==> src/rtl/core/mea_pkg.sv <==
// Package for the altitude median / moving-average alarm block.
// Holds shared constants, codes, controller states and the command/status structs.
// No dependencies.
package mea_pkg;

    localparam int WINDOW_LEN_DEF   = 5;
    localparam int SAMPLE_WIDTH_DEF = 22;

    localparam int              ALPHA_W     = 16;
    localparam logic [ALPHA_W-1:0] ALPHA_RESET = 16'd655;

    localparam int TIME_W       = 32;
    localparam int BLINK_PERIOD = 1200;
    localparam int BLINK_ON     = 600;
    // The blink period is 16 * 75: the low nibble of the time stamp passes straight
    // into the remainder and the upper bits are reduced modulo 75 by a reciprocal
    // multiply, exact for every 28-bit operand.
    localparam int BLINK_SHIFT  = 4;
    localparam int BLINK_DIV    = 75;
    localparam int BLINK_DIV_W  = 7;
    localparam int REM_W        = BLINK_DIV_W + BLINK_SHIFT;
    localparam int RECIP_W      = 29;
    localparam int RECIP_SHIFT  = 35;
    localparam logic [RECIP_W-1:0] BLINK_RECIP = 29'd458129845;
    localparam int MOD_STEPS    = 2;

    localparam int CFG_INDEX_W = 3;

    typedef enum logic [CFG_INDEX_W-1:0] {
        REG_ALPHA       = 3'd0,
        REG_DANGER_HIGH = 3'd1,
        REG_DANGER_LOW  = 3'd2,
        REG_WARN_HIGH   = 3'd3,
        REG_WARN_LOW    = 3'd4
    } cfg_reg_t;

    typedef enum logic [1:0] {
        LVL_CLEAR  = 2'd0,
        LVL_WARN   = 2'd1,
        LVL_DANGER = 2'd2
    } alarm_level_t;

    typedef enum logic {
        REQ_SAMPLE = 1'b0,
        REQ_CLEAR  = 1'b1
    } req_t;

    typedef enum logic [2:0] {
        ST_IDLE,
        ST_SCAN,
        ST_DIFF,
        ST_MUL_LO,
        ST_MUL_HI,
        ST_ACCUM,
        ST_BAND,
        ST_FIN
    } state_t;

    typedef struct packed {
        logic load;
        logic scan_step;
        logic diff;
        logic mul_lo;
        logic mul_hi;
        logic accum;
        logic clear_acc;
        logic band;
        logic out_load;
    } dp_cmd_t;

    typedef struct packed {
        logic scan_last;
        logic out_free;
    } dp_status_t;

endpackage

==> src/rtl/core/mea_ctrl.sv <==
// Controller state machine for the altitude alarm block.
// Sequences the datapath through scan, multiply, accumulate and banding steps.
// Depends on mea_pkg.
module mea_ctrl
    import mea_pkg::*;
(
    input  logic       clk,
    input  logic       rst_n,
    input  logic       in_valid,
    output logic       in_ready,
    input  logic       req_type,
    input  dp_status_t status,
    output dp_cmd_t    cmd
);

    state_t state_reg;
    state_t state_next;
    req_t   kind_reg;
    req_t   kind_next;

    always_ff @(posedge clk or negedge rst_n)
    begin
        if (!rst_n)
        begin
            state_reg <= ST_IDLE;
            kind_reg  <= REQ_SAMPLE;
        end
        else
        begin
            state_reg <= state_next;
            kind_reg  <= kind_next;
        end
    end

    always_comb
    begin
        state_next = state_reg;
        kind_next  = kind_reg;
        cmd        = '0;
        in_ready   = 1'b0;
        case (state_reg)
            ST_IDLE:
            begin
                in_ready = 1'b1;
                if (in_valid)
                begin
                    cmd.load   = 1'b1;
                    kind_next  = req_t'(req_type);
                    state_next = ST_SCAN;
                end
            end
            ST_SCAN:
            begin
                cmd.scan_step = 1'b1;
                if (status.scan_last)
                begin
                    // A clear word clears the average and keeps the alarm state.
                    state_next = (kind_reg == REQ_CLEAR) ? ST_ACCUM : ST_DIFF;
                end
            end
            ST_DIFF:
            begin
                cmd.diff   = 1'b1;
                state_next = ST_MUL_LO;
            end
            ST_MUL_LO:
            begin
                cmd.mul_lo = 1'b1;
                state_next = ST_MUL_HI;
            end
            ST_MUL_HI:
            begin
                cmd.mul_hi = 1'b1;
                state_next = ST_ACCUM;
            end
            ST_ACCUM:
            begin
                cmd.accum     = 1'b1;
                cmd.clear_acc = (kind_reg == REQ_CLEAR);
                state_next    = (kind_reg == REQ_CLEAR) ? ST_FIN : ST_BAND;
            end
            ST_BAND:
            begin
                cmd.band   = 1'b1;
                state_next = ST_FIN;
            end
            ST_FIN:
            begin
                if (status.out_free)
                begin
                    cmd.out_load = 1'b1;
                    state_next   = ST_IDLE;
                end
            end
            default:
            begin
                state_next = ST_IDLE;
            end
        endcase
    end

endmodule

==> config.mk <==
export PLATFORM = sky130hd
export DESIGN_NAME = mea_ctrl
export DESIGN_NICKNAME = d
export VERILOG_FILES = /design/src/rtl/core/mea_pkg.sv /design/src/rtl/core/mea_ctrl.sv
export SDC_FILE = /design/constraint.sdc
export NUM_CORES = 1
export LEC_CHECK = 0
export ABC_AREA = 1
export BUFFER_PORTS_ARGS = -buffer_cell sky130_fd_sc_hd__clkbuf_2
export CAP_MARGIN = 5
export CORE_AREA = 2 2 39 41
export DETAILED_ROUTE_END_ITERATION = 7
export DIE_AREA = 0 0 41 43
export PLACE_DENSITY_LB_ADDON = 0.08
export SLEW_MARGIN = 5
export SYNTH_ARGS = -nofsm -noshare
export SYNTH_HDL_FRONTEND = slang
export SYNTH_SLANG_ARGS = --single-unit
==> constraint.sdc <==
create_clock -name clk -period 1.05 [get_ports clk]
set_clock_uncertainty 0.15 [all_clocks]
set_input_delay 0.0525 -clock clk [delete_from_list [all_inputs] [get_ports clk]]
set_output_delay 0.0525 -clock clk [all_outputs]
set_load 0.01 [all_outputs]
==> flow_metrics.tcl, run 1 <==
set metrics [dict create \
    die-area_sq_um 1760 \
    whs_ps 12.8 \
    reg2reg_depth 7 \
    vias 437 \
    path_class "reg -> out" \
    layout-drive-gt1-share_pct 66.3 \
    clkSinkCount 4 \
    cp.arrival_ps 1160 \
    drt_iter0_markers 4 \
    core_sq_um 1380 \
    final_common_cell "buf_4" \
    fp-row-count 14 \
    grt_pass1_wl_mm 1.64 \
    dieWidth_um 41 \
    status "complete, but fails checks" \
    r2r_setup_slack_ps -270 \
    max_clock_freq_mhz 732 \
    stdcell_area_sq_um 683 \
    drcViolationCount 0 \
    wire_per_inst_um 9.69 \
    violations "negative setup slack" \
    antenna_found_initial 0 \
    syn_avg_cell_area_sq_um 6.97 \
    tritoncts "built" \
    path_clk_slew_ps 40 \
    drt_wl_total_um 988 \
    areaGrowthSynthToFinish_pct 92.3 \
    final_hold_viol_count 0 \
    irDropWorstVdd_mv 1.42 \
    portBuffers 15 \
    root_buffer "clkbuf_4" \
    track_usage_pct 14.0 \
    period_share_pct 130 \
    initial_core_util_pct 25.7 \
    crit_fanout 5 \
    drt_pass1_iterations 3 \
    viasPerCell 4.28 \
    clkLatencyLatePin_ps 230 \
    setup.worst_path.end "cmd[0]" \
    die_y_um 43 \
    largest_reg_flops 3 \
    cap_violations 0 \
    worst_ep_required_time_ps 850 \
    grt_pass1_vias 409 \
    place_congestion 0.760 \
    finalSetupViolCount 14 \
    grt_max_degree 8 \
    critPathLaunch "state_reg[0]$_DFFE_PN0P_" \
    grt_overflow 0 \
    hold_class "in -> async" \
    syn-num-nets 57 \
    synth-seq-cells 4 \
    yosysSeqAreaShare_pct 28.2 \
    end_kind "output port" \
    clk_path_buf_depth 2 \
    min_period_ps 1370 \
    netlist_instances 51 \
    setup_ws_ps -315 \
    placed_area_sq_um 459 \
    dp_hpwl_um 688 \
    worst_pin_slew_ps 173 \
    synthDistinctLibCells 16 \
    syn_area_sq_um 355 \
    slew_viol_final 0 \
    slew_headroom_pct 88.5 \
    rr_endpoint "state_reg[0]$_DFFE_PN0P_" \
    ys_warn_count 0 \
    ios 16 \
    rsz0062_at_grt "true" \
    dp_slack_ps -227 \
    pwr_density_cell_nw_per_um2 3180 \
    worst_r2r_startpoint "state_reg[0]$_DFFE_PN0P_" \
    layout_common_cells "buf_4 (13), inv_1 (7), clkbuf_2 (7)" \
    diodes 0 \
    layout.nets 94 \
    p_leak_nw 0.377 \
    cp-start-kind "register" \
    numCtsBuffers 3 \
    h-tree-depth 1 \
    antenna_left 0 \
]
synth_stat cells, drive strengths merged:
cell,number,area [sq um]
nor3,3,15.0
a21oi,1,5.00
nand3,3,25.0
and2,1,6.26
dfrtp,4,100
buf,3,33.8
nand4,2,12.5
nor2,9,56.3
nand2,10,40.0
inv,11,41.3
o21ai,4,20.0
worst max-delay path, cell delays in order (launching register included):
cell and delay (ps):
dfrtp_2 380, buf_12 120, nand2_2 60, buf_6 120
nor3_2 100, buf_2 150
power by group:
group          internal, mW  switching, mW
clock network         0.128         0.0618
logic                 0.872          0.762
registers             0.246          0.101
repair_timing:
action	in CTS	in global routing
hold buffers	2	0
gates resized for setup	11	21
pin swaps	5	6
endpoints found under the setup margin	14	14
buffers inserted	8	5
endpoints found under the hold margin	5	0
through the flow:
step | total power, mW | setup TNS, ps | util [%] | cells
finish | 2.17 | -3740 | 49.4 | 102
global route | 2.37 | -4680 | 49.4 | 102
CTS | 1.87 | -3770 | 43.0 | 97
detailed placement | 1.31 | -1950 | 33.2 | 84
global placement | 1.31 | -1880 | 33.2 | 84
floorplan | 1.07 | -204 | - | 51
cell type report:
cell class / count / area [sq um]
clock buffers: 3 / 22.5
fillers: 148 / 701
inverters: 11 / 43.8
multi-input cells: 33 / 224
flip-flops and latches: 4 / 103
well taps: 16 / 20.0
repair buffers: 35 / 270
logic make-up after synthesis:
logic type / synth area share [%]
compound gates: 7.04
buf+inv: 21.1
flops: 28.2
simple gates: 43.7
how the worst min path moves through the flow:
stage                                 to  start  slack, ps
finish              kind_reg$_DFFE_PN0P_  rst_n         10
global placement    kind_reg$_DFFE_PN0P_  rst_n       -280
floorplan           kind_reg$_DFFE_PN0P_  rst_n       -390
detailed placement  kind_reg$_DFFE_PN0P_  rst_n       -290
CTS                 kind_reg$_DFFE_PN0P_  rst_n          6
global route        kind_reg$_DFFE_PN0P_  rst_n         20
metal layers:
metal  global-route usage, %  wire, um
met3                    3.66        30
met4                    12.0        17
met2                    20.0       536
met1                    16.2       404
met5                       0         0
Power figures use the tool's default switching activity.
==> run 2: changes to the inputs <==
--- a/config.mk
+++ b/config.mk
@@ -6,9 +6,11 @@
 export NUM_CORES = 1
 export LEC_CHECK = 0
 export ABC_AREA = 1
-export BUFFER_PORTS_ARGS = -buffer_cell sky130_fd_sc_hd__clkbuf_2
+export BUFFER_PORTS_ARGS = -buffer_cell sky130_fd_sc_hd__buf_2
 export CAP_MARGIN = 5
 export CORE_AREA = 2 2 39 41
+export CTS_BUF_LIST = sky130_fd_sc_hd__clkbuf_2 sky130_fd_sc_hd__clkbuf_4 sky130_fd_sc_hd__clkbuf_8
+export CTS_CLUSTER_DIAMETER = 120
 export DETAILED_ROUTE_END_ITERATION = 7
 export DIE_AREA = 0 0 41 43
 export PLACE_DENSITY_LB_ADDON = 0.08
==> run 2 against run 1 <==
  * The run still ends with negative setup slack left
  * Sequential cell count did not move
  * Global-route usage fell by 0.39 points
  * Via count fell by 4.3%
  * Critical path depth fell by 2
  * Critical endpoint is now cmd[4]
  * Largest power group unchanged
==> flow_metrics.tcl, run 2 (same netlist as run 1, synthesis figures left out) <==
set metrics [dict create \
    irDropWorstVdd_mv 1.26 \
    h-tree-depth 1 \
    antenna_found_initial 0 \
    path_class "reg -> out" \
    core_sq_um 1380 \
    grt_overflow 0 \
    clkLatencyLatePin_ps 230 \
    clkSinkCount 4 \
    diodes 0 \
    track_usage_pct 13.6 \
    vias 418 \
    layout_common_cells "buf_2 (12), buf_4 (10), inv_1 (7), nand2_1 (7), buf_6 (5)" \
    cp.arrival_ps 1170 \
    dieWidth_um 41 \
    p_leak_nw 0.352 \
    violations "negative setup slack" \
    grt_max_degree 8 \
    end_kind "output port" \
    portBuffers 15 \
    hold_class "in -> reg" \
    antenna_left 0 \
    worst_ep_required_time_ps 850 \
    rsz0062_at_grt "true" \
    final_common_cell "buf_2" \
    grt_pass1_wl_mm 1.55 \
    status "complete, but fails checks" \
    stdcell_area_sq_um 657 \
    root_buffer "clkbuf_4" \
    numCtsBuffers 3 \
    crit_fanout 6 \
    largest_reg_flops 3 \
    drt_iter0_markers 8 \
    die_y_um 43 \
    placed_area_sq_um 452 \
    dp_hpwl_um 622 \
    initial_core_util_pct 25.7 \
    cap_violations 0 \
    wire_per_inst_um 10.2 \
    period_share_pct 131 \
    setup_tns_ps -3750 \
    slew_viol_final 0 \
    dp_slack_ps -214 \
    fp-row-count 14 \
    place_congestion 0.745 \
    n_fill_cell 148 \
    layout.nets 90 \
    cp_slowest_stage_delay_ps 470 \
    setup_ws_ps -321 \
    crit_chain "buf_4 -> nor3_2 -> buf_2" \
    max_clock_freq_mhz 729 \
    drt_pass1_iterations 3 \
    pwr_density_cell_nw_per_um2 3150 \
    final_hold_viol_count 0 \
    grt_pass1_vias 367 \
    viasPerCell 4.27 \
    clk_path_buf_depth 2 \
    drt_wl_total_mm 1.00 \
    cp_slowest_cell "dfrtp_2" \
    layout-drive-gt1-share_pct 62.2 \
    p_total_mw 2.07 \
    min_period_ps 1370 \
    finalSetupViolCount 14 \
    areaGrowthSynthToFinish_pct 84.9 \
    worst_pin_slew_ps 189 \
    slew_headroom_pct 87.4 \
    path_clk_slew_ps 40 \
    die-area_sq_um 1760 \
    tritoncts "built" \
    cp-start-kind "register" \
    ios 16 \
    drcViolationCount 0 \
]
-- run 2: changes by cell type in the layout (fill, tap and decap cells not counted), moves of 2 or more --
| cell | change |
|---|---|
| buf_2 | +6 |
| buf_4 | -3 |
| clkbuf_2 | -7 |
| nand2_2 | -2 |
-- run 2: layer usage --
layer | routed length [um] | part of all wire, % | global-route usage, %
met1 | 367 | 37 | 15.6
met2 | 562 | 56 | 19.7
met3 | 59 | 5.9 | 3.14
met4 | 12 | 1.2 | 12.0
met5 | 0 | 0 | 0
-- run 2: critical path, delay by kind of cell, from the launching register on --
| kind | cells | cell delay [ps] |
|---|---|---|
| buf+inv | 2 | 310 |
| flops | 1 | 470 |
| simple gates | 1 | 160 |
-- run 2: path summary, 6_finish.rpt --
check | start | to | slack [ps] | cells after the start
worst max-delay path | state_reg[0]$_DFFE_PN0P_ | cmd[4] | -320 | 3
worst min-delay path | status[1] | state_reg[0]$_DFFE_PN0P_ | 50 | 5
worst max register to register | state_reg[0]$_DFFE_PN0P_ | state_reg[0]$_DFFE_PN0P_ | -300 | 7
worst min register to register | kind_reg$_DFFE_PN0P_ | kind_reg$_DFFE_PN0P_ | 460 | 2
max in group asynchronous | rst_n | state_reg[1]$_DFFE_PN0P_ | 80 | 3
min in group asynchronous | rst_n | state_reg[0]$_DFFE_PN0P_ | 540 | 3
-- run 2: metrics by stage --
stage                     hold WS, ps  utilization, %  instances
after floorplan                  -393               -         51
after global placement           -285            32.6         83
after detailed placement         -285            32.6         83
after CTS                        39.4            43.9         96
after global routing             75.6            47.5         98
final                            54.8            47.5         98
-- run 2: repair_timing --
item / in CTS / in global routing
endpoints found under the setup margin: 14 / 14
pin swaps: 3 / 1
endpoints found under the hold margin: 5 / 0
hold buffers: 3 / 0
setup buffers: 7 / 2
resized for setup: 13 / 8
-- run 2: layout make-up --
class	count	area, sq um	area share (%)
flip-flops and latches	4	103	15.6
well taps	16	20.0	3.05
repair buffers	31	241	36.8
clock buffers	3	22.5	3.43
multi-input cells	33	226	34.5
inverters	11	43.8	6.67
-- run 2: report_power, final --
part / switching, mW / leakage (nW) / internal (mW)
registers: 0.138 / 0.0453 / 0.246
clock network: 0.0619 / 0.0138 / 0.128
logic: 0.717 / 0.293 / 0.775
==> run 3: changes to the inputs <==
--- a/config.mk
+++ b/config.mk
@@ -7,7 +7,8 @@
 export LEC_CHECK = 0
 export ABC_AREA = 1
 export BUFFER_PORTS_ARGS = -buffer_cell sky130_fd_sc_hd__buf_2
-export CAP_MARGIN = 5
+export CELL_PAD_IN_SITES_DETAIL_PLACEMENT = 1
+export CELL_PAD_IN_SITES_GLOBAL_PLACEMENT = 1
 export CORE_AREA = 2 2 39 41
 export CTS_BUF_LIST = sky130_fd_sc_hd__clkbuf_2 sky130_fd_sc_hd__clkbuf_4 sky130_fd_sc_hd__clkbuf_8
 export CTS_CLUSTER_DIAMETER = 120
==> run 3 against run 2 <==
  * Non-clock buffer count decreased by 2
  * Via count decreased by 1.9%
  * Clock power up 2%
  * Global-route usage rose by 1.1 points
  * Sequential share of layout area is 1.1 points higher
  * Total power shrank 6.0%
  * Combinational power shrank 9%
  * The flow still finishes with violations (negative setup slack)
  * Sequential cell count unchanged
  * Count of clock-buffer cells in the layout unchanged
  * Highest routed layer is now met3
==> flow_metrics.tcl, run 3 (same netlist as run 1, synthesis figures left out) <==
set metrics [dict create \
    status "complete, but fails checks" \
    violations "negative setup slack" \
    worst_pin_slew_ps 199 \
    placed_area_sq_um 459 \
    p_total_mw 1.94 \
    fin_cells 96 \
    worst_ep_required_time_ps 850 \
    hold_class "in -> async" \
    cp-start-kind "register" \
    grt_pass1_wl_mm 1.79 \
    setup_ws_ps -335 \
    root_buffer "clkbuf_4" \
    numCtsBuffers 3 \
    layout.nets 88 \
    clkLatencyLatePin_ps 240 \
    viasPerCell 4.27 \
    ios 16 \
    antenna_found_initial 0 \
    slew_viol_final 0 \
    min_period_ps 1390 \
    track_usage_pct 14.7 \
    core_sq_um 1380 \
    cp.arrival_ps 1180 \
    clk_path_buf_depth 2 \
    initial_core_util_pct 25.7 \
    grt_max_degree 8 \
    largest_reg_flops 3 \
    dp_hpwl_um 716 \
    path_clk_slew_ps 40 \
    die_y_um 43 \
    grt_pass1_vias 401 \
    final_hold_viol_count 0 \
    final_common_cell "buf_2" \
    dp_slack_ps -259 \
    rsz0062_at_grt "true" \
    end_kind "output port" \
    die-area_sq_um 1760 \
    drt_pass1_iterations 4 \
    crit_fanout 6 \
    grt_overflow 0 \
    areaGrowthSynthToFinish_pct 72.2 \
    cp_slowest_cell "dfrtp_2" \
    cp_slowest_stage_delay_ps 460 \
    drt_iter0_markers 1 \
    stdcell_area_sq_um 612 \
    irDropWorstVdd_mv 1.02 \
    whs_ps 2.81 \
    met1_length_um 461 \
    drt_wl_total_mm 1.09 \
    tritoncts "built" \
    wire_per_inst_um 11.3 \
    place_congestion 0.717 \
    diodes 0 \
    pwr_density_cell_nw_per_um2 3170 \
    dieWidth_um 41 \
    clkSinkCount 4 \
    slew_headroom_pct 86.6 \
    fp-row-count 14 \
    finalSetupViolCount 14 \
    crit_chain "buf_6 -> nor2_4 -> nand2_1 -> inv_1 -> buf_2" \
    h-tree-depth 1 \
    portBuffers 15 \
    layout-drive-gt1-share_pct 60.0 \
    wl_met2_um 572 \
    period_share_pct 132 \
    dpl.cell_count 84 \
    cap_violations 0 \
    cp_top_family "flip-flops" \
    path_class "reg -> out" \
    layout_common_cells "buf_2 (13), buf_4 (8), inv_1 (7), nand2_1 (7), buf_6 (6)" \
    wl_met3_um 52 \
    path_buf_inv 3 \
    routed.top_layer "met3" \
    vias 410 \
    antenna_left 0 \
    max_clock_freq_mhz 722 \
    p_leak_nw 0.335 \
    n_fill_cell 180 \
    drcViolationCount 0 \
]
[run 3: stage by stage]
stage                     util (%)  TNS [ps]
after global placement        33.2     -2070
after detailed placement      33.2     -2150
final                         44.2     -3770
after floorplan                  -      -204
after global routing          44.2     -4740
after CTS                     43.2     -3770
[run 3: cell type report]
cell class | count | area [sq um] | area share [%]
Tap cell | 16 | 20.0 | 3.27
Sequential cell | 4 | 103 | 16.8
Timing Repair Buffer | 29 | 213 | 34.8
Multi-Input combinational cell | 33 | 210 | 34.4
Clock buffer | 3 | 22.5 | 3.68
Inverter | 11 | 43.8 | 7.16
[run 3: routing by layer]
metal / GRT usage (%) / up-vias
li1: - / 212
met1: 20.0 / 187
met2: 22.5 / 11
met3: 3.14 / 0
met4: 4.00 / 0
met5: 0 / -
[run 3: power breakdown]
group / internal (mW) / switching, mW / total, mW
Clock: 0.128 / 0.0659 / 0.194
Combinational: 0.676 / 0.684 / 1.36
Sequential: 0.246 / 0.141 / 0.388
[run 3: final timing paths]
check,endpoint,cells past startpoint,from,slack (ps)
min in group clk,kind_reg$_DFFE_PN0P_,4,in_valid,60
worst min register to register,kind_reg$_DFFE_PN0P_,2,kind_reg$_DFFE_PN0P_,450
worst max register to register,state_reg[0]$_DFFE_PN0P_,6,state_reg[1]$_DFFE_PN0P_,-310
worst min-delay path,kind_reg$_DFFE_PN0P_,2,rst_n,3
max in group asynchronous,state_reg[1]$_DFFE_PN0P_,2,rst_n,610
worst max-delay path,cmd[7],5,state_reg[1]$_DFFE_PN0P_,-340
[run 3: repair_timing]
action	CTS	global route
setup buffers	7	0
resized for setup	14	5
hold buffers	2	0
gates cloned	0	0
endpoints found under the setup margin	14	14
pin swaps	4	2
endpoints found under the hold margin	5	0
