[src/rtl/core/mea_pkg.sv]
// Package for the altitude median / moving-average alarm block.
// Holds shared constants, codes, controller states and the command/status structs.
// No dependencies.
package mea_pkg;

    localparam int WINDOW_LEN_DEF   = 5;
    localparam int SAMPLE_WIDTH_DEF = 22;

    localparam int              ALPHA_W     = 16;
    localparam logic [ALPHA_W-1:0] ALPHA_RESET = 16'd655;

    localparam int TIME_W       = 32;
    localparam int BLINK_PERIOD = 1200;
    localparam int BLINK_ON     = 600;
    // The blink period is 16 * 75: the low nibble of the time stamp passes straight
    // into the remainder and the upper bits are reduced modulo 75 by a reciprocal
    // multiply, exact for every 28-bit operand.
    localparam int BLINK_SHIFT  = 4;
    localparam int BLINK_DIV    = 75;
    localparam int BLINK_DIV_W  = 7;
    localparam int REM_W        = BLINK_DIV_W + BLINK_SHIFT;
    localparam int RECIP_W      = 29;
    localparam int RECIP_SHIFT  = 35;
    localparam logic [RECIP_W-1:0] BLINK_RECIP = 29'd458129845;
    localparam int MOD_STEPS    = 2;

    localparam int CFG_INDEX_W = 3;

    typedef enum logic [CFG_INDEX_W-1:0] {
        REG_ALPHA       = 3'd0,
        REG_DANGER_HIGH = 3'd1,
        REG_DANGER_LOW  = 3'd2,
        REG_WARN_HIGH   = 3'd3,
        REG_WARN_LOW    = 3'd4
    } cfg_reg_t;

    typedef enum logic [1:0] {
        LVL_CLEAR  = 2'd0,
        LVL_WARN   = 2'd1,
        LVL_DANGER = 2'd2
    } alarm_level_t;

    typedef enum logic {
        REQ_SAMPLE = 1'b0,
        REQ_CLEAR  = 1'b1
    } req_t;

    typedef enum logic [2:0] {
        ST_IDLE,
        ST_SCAN,
        ST_DIFF,
        ST_MUL_LO,
        ST_MUL_HI,
        ST_ACCUM,
        ST_BAND,
        ST_FIN
    } state_t;

    typedef struct packed {
        logic load;
        logic scan_step;
        logic diff;
        logic mul_lo;
        logic mul_hi;
        logic accum;
        logic clear_acc;
        logic band;
        logic out_load;
    } dp_cmd_t;

    typedef struct packed {
        logic scan_last;
        logic out_free;
    } dp_status_t;

endpackage

[src/rtl/core/mea_dp.sv]
// Datapath for the altitude alarm block: window, rank search, remainder unit,
// average accumulator, banding, configuration registers and output register.
// Depends on mea_pkg.
module mea_dp
    import mea_pkg::*;
#(
    parameter int WINDOW_LEN   = WINDOW_LEN_DEF,
    parameter int SAMPLE_WIDTH = SAMPLE_WIDTH_DEF,
    parameter int CFG_DATA_W   = (SAMPLE_WIDTH > ALPHA_W) ? SAMPLE_WIDTH : ALPHA_W
)
(
    input  logic                           clk,
    input  logic                           rst_n,
    input  dp_cmd_t                        cmd,
    output dp_status_t                     status,
    input  logic                           req_type,
    input  logic signed [SAMPLE_WIDTH-1:0] altitude_in,
    input  logic [TIME_W-1:0]              time_ms,
    input  logic                           cfg_valid,
    input  logic [CFG_INDEX_W-1:0]         cfg_index,
    input  logic [CFG_DATA_W-1:0]          cfg_data,
    output logic                           out_valid,
    input  logic                           out_ready,
    output logic signed [SAMPLE_WIDTH-1:0] median_out,
    output logic signed [SAMPLE_WIDTH-1:0] smoothed_out,
    output logic [1:0]                     alarm_level,
    output logic                           alarm_on
);

    localparam int IDX_W       = (WINDOW_LEN > 1) ? $clog2(WINDOW_LEN) : 1;
    localparam int NUM_W       = $clog2(WINDOW_LEN + 1);
    localparam int RANK        = WINDOW_LEN / 2;
    localparam int SCAN_CYCLES = (WINDOW_LEN > MOD_STEPS) ? WINDOW_LEN : MOD_STEPS;
    localparam int SCAN_W      = $clog2(SCAN_CYCLES);
    localparam int ACC_W       = SAMPLE_WIDTH + ALPHA_W;
    localparam int DIFF_W      = ACC_W + 1;
    localparam int HI_W        = SAMPLE_WIDTH + 1;
    localparam int PHI_W       = HI_W + ALPHA_W + 1;
    localparam int HIGH_W      = TIME_W - BLINK_SHIFT;
    localparam int PROD_W      = HIGH_W + RECIP_W;
    localparam int QUOT_W      = PROD_W - RECIP_SHIFT;

    // Configuration registers.
    logic [ALPHA_W-1:0]             alpha_reg;
    logic signed [SAMPLE_WIDTH-1:0] danger_high_reg;
    logic signed [SAMPLE_WIDTH-1:0] danger_low_reg;
    logic signed [SAMPLE_WIDTH-1:0] warn_high_reg;
    logic signed [SAMPLE_WIDTH-1:0] warn_low_reg;

    always_ff @(posedge clk or negedge rst_n)
    begin
        if (!rst_n)
        begin
            alpha_reg       <= ALPHA_RESET;
            danger_high_reg <= {1'b0, {(SAMPLE_WIDTH-1){1'b1}}};
            danger_low_reg  <= {1'b1, {(SAMPLE_WIDTH-1){1'b0}}};
            warn_high_reg   <= {1'b0, {(SAMPLE_WIDTH-1){1'b1}}};
            warn_low_reg    <= {1'b1, {(SAMPLE_WIDTH-1){1'b0}}};
        end
        else if (cfg_valid)
        begin
            case (cfg_reg_t'(cfg_index))
                REG_ALPHA:       alpha_reg       <= cfg_data[ALPHA_W-1:0];
                REG_DANGER_HIGH: danger_high_reg <= cfg_data[SAMPLE_WIDTH-1:0];
                REG_DANGER_LOW:  danger_low_reg  <= cfg_data[SAMPLE_WIDTH-1:0];
                REG_WARN_HIGH:   warn_high_reg   <= cfg_data[SAMPLE_WIDTH-1:0];
                REG_WARN_LOW:    warn_low_reg    <= cfg_data[SAMPLE_WIDTH-1:0];
                default:         ;
            endcase
        end
    end

    // Sample window and its write pointer.
    logic signed [SAMPLE_WIDTH-1:0] window_reg [WINDOW_LEN];
    logic [IDX_W-1:0]               write_slot_reg;
    logic [IDX_W-1:0]               slot_eff;
    logic [IDX_W-1:0]               slot_next;

    always_comb
    begin
        if ({1'b0, write_slot_reg} >= (IDX_W+1)'(WINDOW_LEN))
        begin
            slot_eff = '0;
        end
        else
        begin
            slot_eff = write_slot_reg;
        end
        if (slot_eff == IDX_W'(WINDOW_LEN - 1))
        begin
            slot_next = '0;
        end
        else
        begin
            slot_next = slot_eff + 1'b1;
        end
    end

    always_ff @(posedge clk or negedge rst_n)
    begin
        if (!rst_n)
        begin
            for (int j = 0; j < WINDOW_LEN; j++)
            begin
                window_reg[j] <= '0;
            end
            write_slot_reg <= '0;
        end
        else if (cmd.load && (req_t'(req_type) == REQ_SAMPLE))
        begin
            window_reg[slot_eff] <= altitude_in;
            write_slot_reg       <= slot_next;
        end
    end

    // Rank search: one candidate per cycle is compared against the whole window.
    logic [SCAN_W-1:0]              scan_cnt_reg;
    logic [IDX_W-1:0]               cand_idx;
    logic                           cand_valid;
    logic signed [SAMPLE_WIDTH-1:0] cand;
    logic [NUM_W-1:0]               lt_cnt;
    logic [NUM_W-1:0]               eq_cnt;
    logic                           rank_hit;

    assign cand_idx   = scan_cnt_reg[IDX_W-1:0];
    assign cand_valid = ({1'b0, scan_cnt_reg} < (SCAN_W+1)'(WINDOW_LEN));

    always_comb
    begin
        cand   = '0;
        lt_cnt = '0;
        eq_cnt = '0;
        for (int j = 0; j < WINDOW_LEN; j++)
        begin
            if (cand_idx == IDX_W'(j))
            begin
                cand = window_reg[j];
            end
        end
        for (int j = 0; j < WINDOW_LEN; j++)
        begin
            lt_cnt = lt_cnt + NUM_W'(window_reg[j] < cand);
            eq_cnt = eq_cnt + NUM_W'(window_reg[j] == cand);
        end
        rank_hit = (lt_cnt <= NUM_W'(RANK)) && (NUM_W'(RANK) < (lt_cnt + eq_cnt));
    end

    assign status.scan_last = (scan_cnt_reg == SCAN_W'(SCAN_CYCLES - 1));

    always_ff @(posedge clk or negedge rst_n)
    begin
        if (!rst_n)
        begin
            scan_cnt_reg <= '0;
        end
        else if (cmd.load)
        begin
            scan_cnt_reg <= '0;
        end
        else if (cmd.scan_step && !status.scan_last)
        begin
            scan_cnt_reg <= scan_cnt_reg + 1'b1;
        end
    end

    // Remainder of the time stamp by the blink period, worked out at the start of
    // the scan: the quotient of the upper bits by 75 comes from a reciprocal
    // multiply, then a subtract leaves the upper remainder.
    logic [TIME_W-1:0] time_reg;
    logic [HIGH_W-1:0] time_hi;
    logic [PROD_W-1:0] recip_prod;
    logic [QUOT_W-1:0] quot_reg;
    logic [HIGH_W-1:0] quot_back;
    logic [HIGH_W-1:0] high_rem;
    logic [REM_W-1:0]  rem_reg;
    logic              mod_mul;
    logic              mod_sub;

    assign time_hi    = time_reg[TIME_W-1:BLINK_SHIFT];
    assign recip_prod = PROD_W'(time_hi) * PROD_W'(BLINK_RECIP);
    assign quot_back  = HIGH_W'(quot_reg) * HIGH_W'(BLINK_DIV);
    assign high_rem   = time_hi - quot_back;
    assign mod_mul    = cmd.scan_step && (scan_cnt_reg == SCAN_W'(0));
    assign mod_sub    = cmd.scan_step && (scan_cnt_reg == SCAN_W'(1));

    always_ff @(posedge clk)
    begin
        if (cmd.load)
        begin
            time_reg <= time_ms;
        end
        if (mod_mul)
        begin
            quot_reg <= recip_prod[PROD_W-1:RECIP_SHIFT];
        end
    end

    always_ff @(posedge clk or negedge rst_n)
    begin
        if (!rst_n)
        begin
            rem_reg <= '0;
        end
        else if (cmd.load)
        begin
            rem_reg <= '0;
        end
        else if (mod_sub)
        begin
            rem_reg <= {high_rem[BLINK_DIV_W-1:0], time_reg[BLINK_SHIFT-1:0]};
        end
    end

    // Median, difference and the two partial products of the average update.
    logic signed [SAMPLE_WIDTH-1:0] median_reg;
    logic signed [DIFF_W-1:0]       diff_reg;
    logic [2*ALPHA_W-1:0]           plo_reg;
    logic signed [PHI_W-1:0]        phi_reg;
    logic signed [ACC_W-1:0]        acc_reg;
    logic [ACC_W-1:0]               median_q;
    logic signed [PHI_W-1:0]        acc_sum;

    assign median_q = {median_reg, {ALPHA_W{1'b0}}};

    always_ff @(posedge clk)
    begin
        if (cmd.scan_step && cand_valid && rank_hit)
        begin
            median_reg <= cand;
        end
        if (cmd.diff)
        begin
            diff_reg <= $signed({median_q[ACC_W-1], median_q})
                      - $signed({acc_reg[ACC_W-1], acc_reg});
        end
        if (cmd.mul_lo)
        begin
            plo_reg <= diff_reg[ALPHA_W-1:0] * alpha_reg;
        end
        if (cmd.mul_hi)
        begin
            phi_reg <= $signed(diff_reg[DIFF_W-1:ALPHA_W]) * $signed({1'b0, alpha_reg});
        end
    end

    // The low partial product only contributes its floor above the binary point.
    assign acc_sum = $signed({{(PHI_W-ACC_W){acc_reg[ACC_W-1]}}, acc_reg})
                   + phi_reg
                   + $signed(PHI_W'(plo_reg[2*ALPHA_W-1:ALPHA_W]));

    always_ff @(posedge clk or negedge rst_n)
    begin
        if (!rst_n)
        begin
            acc_reg <= '0;
        end
        else if (cmd.accum)
        begin
            if (cmd.clear_acc)
            begin
                acc_reg <= '0;
            end
            else
            begin
                acc_reg <= acc_sum[ACC_W-1:0];
            end
        end
    end

    // Band classification on the full-precision average.
    alarm_level_t alarm_level_reg;
    logic         alarm_pin_reg;
    logic         is_danger;
    logic         is_warn;
    logic         blink_on;

    always_comb
    begin
        is_danger = (acc_reg >= $signed({danger_high_reg, {ALPHA_W{1'b0}}}))
                 || (acc_reg <= $signed({danger_low_reg, {ALPHA_W{1'b0}}}));
        is_warn   = (acc_reg >= $signed({warn_high_reg, {ALPHA_W{1'b0}}}))
                 || (acc_reg <= $signed({warn_low_reg, {ALPHA_W{1'b0}}}));
        blink_on  = (rem_reg < REM_W'(BLINK_ON));
    end

    always_ff @(posedge clk or negedge rst_n)
    begin
        if (!rst_n)
        begin
            alarm_level_reg <= LVL_CLEAR;
            alarm_pin_reg   <= 1'b0;
        end
        else if (cmd.band)
        begin
            if (is_danger)
            begin
                alarm_level_reg <= LVL_DANGER;
                alarm_pin_reg   <= 1'b1;
            end
            else if (is_warn)
            begin
                alarm_level_reg <= LVL_WARN;
                alarm_pin_reg   <= blink_on;
            end
            else
            begin
                alarm_level_reg <= LVL_CLEAR;
                alarm_pin_reg   <= 1'b0;
            end
        end
    end

    // Output register: the next word can be worked on while this one waits.
    logic                           out_valid_reg;
    logic signed [SAMPLE_WIDTH-1:0] median_out_reg;
    logic signed [SAMPLE_WIDTH-1:0] smoothed_out_reg;
    logic [1:0]                     alarm_level_out_reg;
    logic                           alarm_on_reg;

    assign status.out_free = !out_valid_reg || out_ready;

    always_ff @(posedge clk or negedge rst_n)
    begin
        if (!rst_n)
        begin
            out_valid_reg <= 1'b0;
        end
        else if (cmd.out_load)
        begin
            out_valid_reg <= 1'b1;
        end
        else if (out_ready)
        begin
            out_valid_reg <= 1'b0;
        end
    end

    always_ff @(posedge clk)
    begin
        if (cmd.out_load)
        begin
            median_out_reg      <= median_reg;
            smoothed_out_reg    <= acc_reg[ACC_W-1:ALPHA_W];
            alarm_level_out_reg <= alarm_level_reg;
            alarm_on_reg        <= alarm_pin_reg;
        end
    end

    assign out_valid    = out_valid_reg;
    assign median_out   = median_out_reg;
    assign smoothed_out = smoothed_out_reg;
    assign alarm_level  = alarm_level_out_reg;
    assign alarm_on     = alarm_on_reg;

    a_slot_in_range: assert property (@(posedge clk) disable iff (!rst_n)
        ({1'b0, write_slot_reg} < (IDX_W+1)'(WINDOW_LEN)))
        else $error("write slot beyond window");

    a_rem_in_range: assert property (@(posedge clk) disable iff (!rst_n)
        (rem_reg < REM_W'(BLINK_PERIOD)))
        else $error("blink remainder out of range");

    a_clear_pin_off: assert property (@(posedge clk) disable iff (!rst_n)
        (alarm_level_reg == LVL_CLEAR) |-> !alarm_pin_reg)
        else $error("alarm pin on in clear band");

    a_danger_pin_on: assert property (@(posedge clk) disable iff (!rst_n)
        (alarm_level_reg == LVL_DANGER) |-> alarm_pin_reg)
        else $error("alarm pin off in danger band");

    a_no_overwrite: assert property (@(posedge clk) disable iff (!rst_n)
        cmd.out_load |-> (!out_valid_reg || out_ready))
        else $error("output word overwritten before it was taken");

endmodule

[config.mk]
export PLATFORM = sky130hd
export DESIGN_NAME = mea_dp
export DESIGN_NICKNAME = d
export VERILOG_FILES = /design/src/rtl/core/mea_pkg.sv /design/src/rtl/core/mea_dp.sv
export SDC_FILE = /design/constraint.sdc
export NUM_CORES = 2
export LEC_CHECK = 0
export BUFFER_PORTS_ARGS = -buffer_cell sky130_fd_sc_hd__buf_2
export CAP_MARGIN = 20
export CELL_PAD_IN_SITES_DETAIL_PLACEMENT = 0
export CELL_PAD_IN_SITES_GLOBAL_PLACEMENT = 1
export CORE_UTILIZATION = 25
export DETAILED_ROUTE_END_ITERATION = 8
export GPL_TIMING_DRIVEN = 0
export PLACE_DENSITY = 0.45
export SYNTH_ARGS = -nofsm -noshare
export SYNTH_HDL_FRONTEND = slang
export SYNTH_SLANG_ARGS = --single-unit
[constraint.sdc]
create_clock -name clk -period 10.62 [get_ports clk]
set_input_delay 0.531 -clock clk [delete_from_list [all_inputs] [get_ports clk]]
set_output_delay 0.531 -clock clk [all_outputs]
set_load 0.005 [all_outputs]
==> results.md <==
- Status: completed
- Ports: 143
- Max-slew violation count: 0
- Global Route Usage Sum: 17.0%
- Asr flop ratio synth: 57.7%
- Critical Path Max Stage Delay: 0.56 ns
- Register area: ~0.013 mm^2
- Crit path launch: cand_idx[0]
- Tmin final: between 8 and 9 ns
- Routed via count: 38600
- Die W: 479 um
- Pre-CTS setup slack: 1.90 ns
- Initial DRC count: approximately 1600
- Worst Tran Pin Value: 1.16 ns
- Ys flop type: dfrtp_1
- Global routing's busiest layer: met2
- Synth top area share: 28.8%
- Post-synth cell types: a little over 80
- CTS sink cnt: 468
- Max reg flops: 110
- EDFF count, synth: 198
- CTS Buf Count: just over 60
- Worst path top cell family by delay: adder cells
- Final setup margin: 1.90 ns
- Worst EP arrival: 9.10 ns
- Met2 Resource Use GR: 28.6%
- Detailed placement HPWL: 160000 um
- Die ar.: about 0.23 mm^2
- MaxCap Viol Count: 0
- Vias in the first global route: 42900
- CORE AREA: roughly 0.23 mm^2
- Reg clk slew, reported paths: 0.06 ns
- R2R depth: 28
- WP buf/inv: 7
- Final Setup Violations: 0
- Mapped Nets: about 7200
- Period utilization: a little over 80%
- Setup Skew: 0.0742 ns
- Hold Path Cell Cnt: 3
- Setup crit end kind: register
- CP dominant cell by count: fa_1
- CP Data Required Time: about 11 ns
- Hold Path Origin: out_ready
- ANT nets after route: 0
- RePlAce Congestion: 0.831
- Worst hold path class: primary input to register
- CP endpoint: median_reg[2]
- Post-Route Utilization: 28.3%
- Placement Rows: 174
- Critical path class: register to register
- Die Span Y: 479 um
- DR pass1 iterations: 5
- CP Depth: 28
- Synth Register Bits: around 470
- Longest Clk Path Bufs: 3
- Reg-to-reg slack, setup: between 1.5 and 2 ns
- Max frequency: 0.115 GHz
- Ranking of synthesized cells by area: fa_1 (29%), ha_1 (16%), edfxtp_1 (10%)
- Mean Syn Cell Area: 10.1 um^2
- Fillers: around 24000
- Residual DRC: 0
- Fraction of layout cells with a size suffix above 1: about 8%
- H-tree levels: 2
- Yosys warning count: 0
- Slowest cell on crit path: a2111oi_0
- Post-Syn Instances: 5603
- Per-cell routed wire length: 21.4 um
- Total gr overflow: 0
- Largest net degree at the start of global routing: roughly 100
- Multi-input combinational cell area: 0.0388 mm^2
- Initial antenna violation count: 29
- Postcts setup bufs: 0
- Synthesized area: ~0.057 mm^2
- Clk_lat worst skew: 0.71 ns
- GR Layer Usage met1: a little under a quarter
- Final #Nets: 7483
- CTS tree: yes
- Vias/cell: 4.34
- Startpoint type of the worst setup path: register
- Post-synthesis sequential area ratio: 22.5%
- Reg-to-reg startpoint: cand_idx[0]
- Met3 Track Usage GR: 1.81%
- Cell taking the most area after synthesis: fa_1
- Slew margin rel.: 22.4%
- First-pass GRT wire length: 288000 um
- Clock root cell: clkbuf_16
- RSZ-0062 raised after global routing: no
- CP Max Fanout: 13
- Fin. Hold Viols: 0
- Initial core utilization: 25.2%
- Final wirelength: 190000 um
- I/O Buffers: 138
- Worst r2r dst: median_reg[2]
- Syn-to-layout area delta: 12.2%
-- final cells by class --
class,count,share of cell area [%]
repair buffers,178,1.82
diodes,3,0.0118
multi-input cells,3739,60.8
flip-flops and latches,468,20.0
inverters,1231,7.25
plain buffers,165,1.00
well taps,2992,5.87
clock inverters,41,0.646
clock buffers,75,2.54
-- layer usage --
layer / wire length (um) / vias up / share of wire (%)
li1: - / 18400 / -
met1: 91500 / 19500 / 48
met2: 89900 / 494 / 47
met3: 5490 / 171 / 2.9
met4: 3270 / 16 / 1.7
met5: 94 / - / 0.049
-- worst reg2reg max path: cells and delay by family, from the launching register on --
family | cells | cell delay [ns]
fa+ha+maj | 8 | 3.35
compound gates | 9 | 2.18
buf+inv | 7 | 1.39
simple gates | 3 | 0.90
flops | 1 | 0.42
xor+xnor | 1 | 0.16
-- repair_timing --
| action | 4_1_cts | 5_1_grt |
|---|---|---|
| gates resized for setup | 0 | 0 |
| hold buffers | 30 | 0 |
| setup endpoints to repair | 0 | 0 |
| endpoints found under the hold margin | 109 | 0 |
-- how the worst min path moves through the flow --
| stage | to | slack (ns) |
|---|---|---|
| detailed placement | alarm_level[1] | 0.44 |
| finish | out_valid | 0.09 |
| CTS | out_valid | 0.02 |
| global placement | alarm_on | 0.45 |
| floorplan | acc_reg[0] | 0.24 |
| global route | danger_high_reg[17] | 0.09 |
-- Yosys cell counts, drive strengths merged, types with 44 or more instances --
master	count
ha	730
nand4	54
mux2	154
xor2	44
inv	1231
clkbuf	152
a21o	117
o21ai	165
a21oi	199
dfrtp	220
dfstp	50
and2	262
nand2	511
xnor2	120
nor2	145
edfxtp	198
fa	816
-- placed cells by master (no fill, tap or decap), drive strengths merged, types with 9 or more instances in the layout --
cell	instances
dfrtp	220
dfstp	50
clkinv	23
clkinvlp	9
ha	730
buf	160
xor2	44
clkbuf	227
nand3	34
a21oi	199
nand4	54
edfxtp	198
fa	816
or3	9
and2	262
nor4	12
nor2	145
o21a	26
mux2	154
nand2	511
a22oi	25
inv	1236
o21bai	15
o21ai	165
a21o	117
a211oi	41
nand2b	26
dlygate4sd3	30
o22ai	30
o211ai	12
nor2b	31
xnor2	120
o2111ai	9
and3	14
a31oi	15
nor3	34
-- kinds of logic (layout without fill, tap and decap cells) --
family,after synthesis,count (layout),synth area share [%]
xor+xnor,164,164,2.53
buf+inv,1396,1690,9.26
compound gates,715,715,8.02
mux,155,155,3.07
flops,468,468,22.5
simple gates,1159,1159,9.83
fa+ha+maj,1546,1546,44.8
other cells,0,3,0
-- per-stage QoR --
| stage | instance area, um^2 | instances | hold WS [ns] | setup TNS (ns) |
|---|---|---|---|---|
| after floorplan | 56800 | 5603 | 0.235 | 0 |
| after global placement | 61200 | 8733 | 0.447 | -7.87 |
| after detailed placement | 61400 | 8742 | 0.443 | 0 |
| after CTS | 63700 | 8888 | 0.0188 | 0 |
| after global routing | 63800 | 8890 | 0.0885 | 0 |
| final | 63800 | 8892 | 0.0911 | 0 |
Power is left out: the tool's default activity adds up to more than one toggle a clock period on the data nets, which glitch-free logic cannot reach.
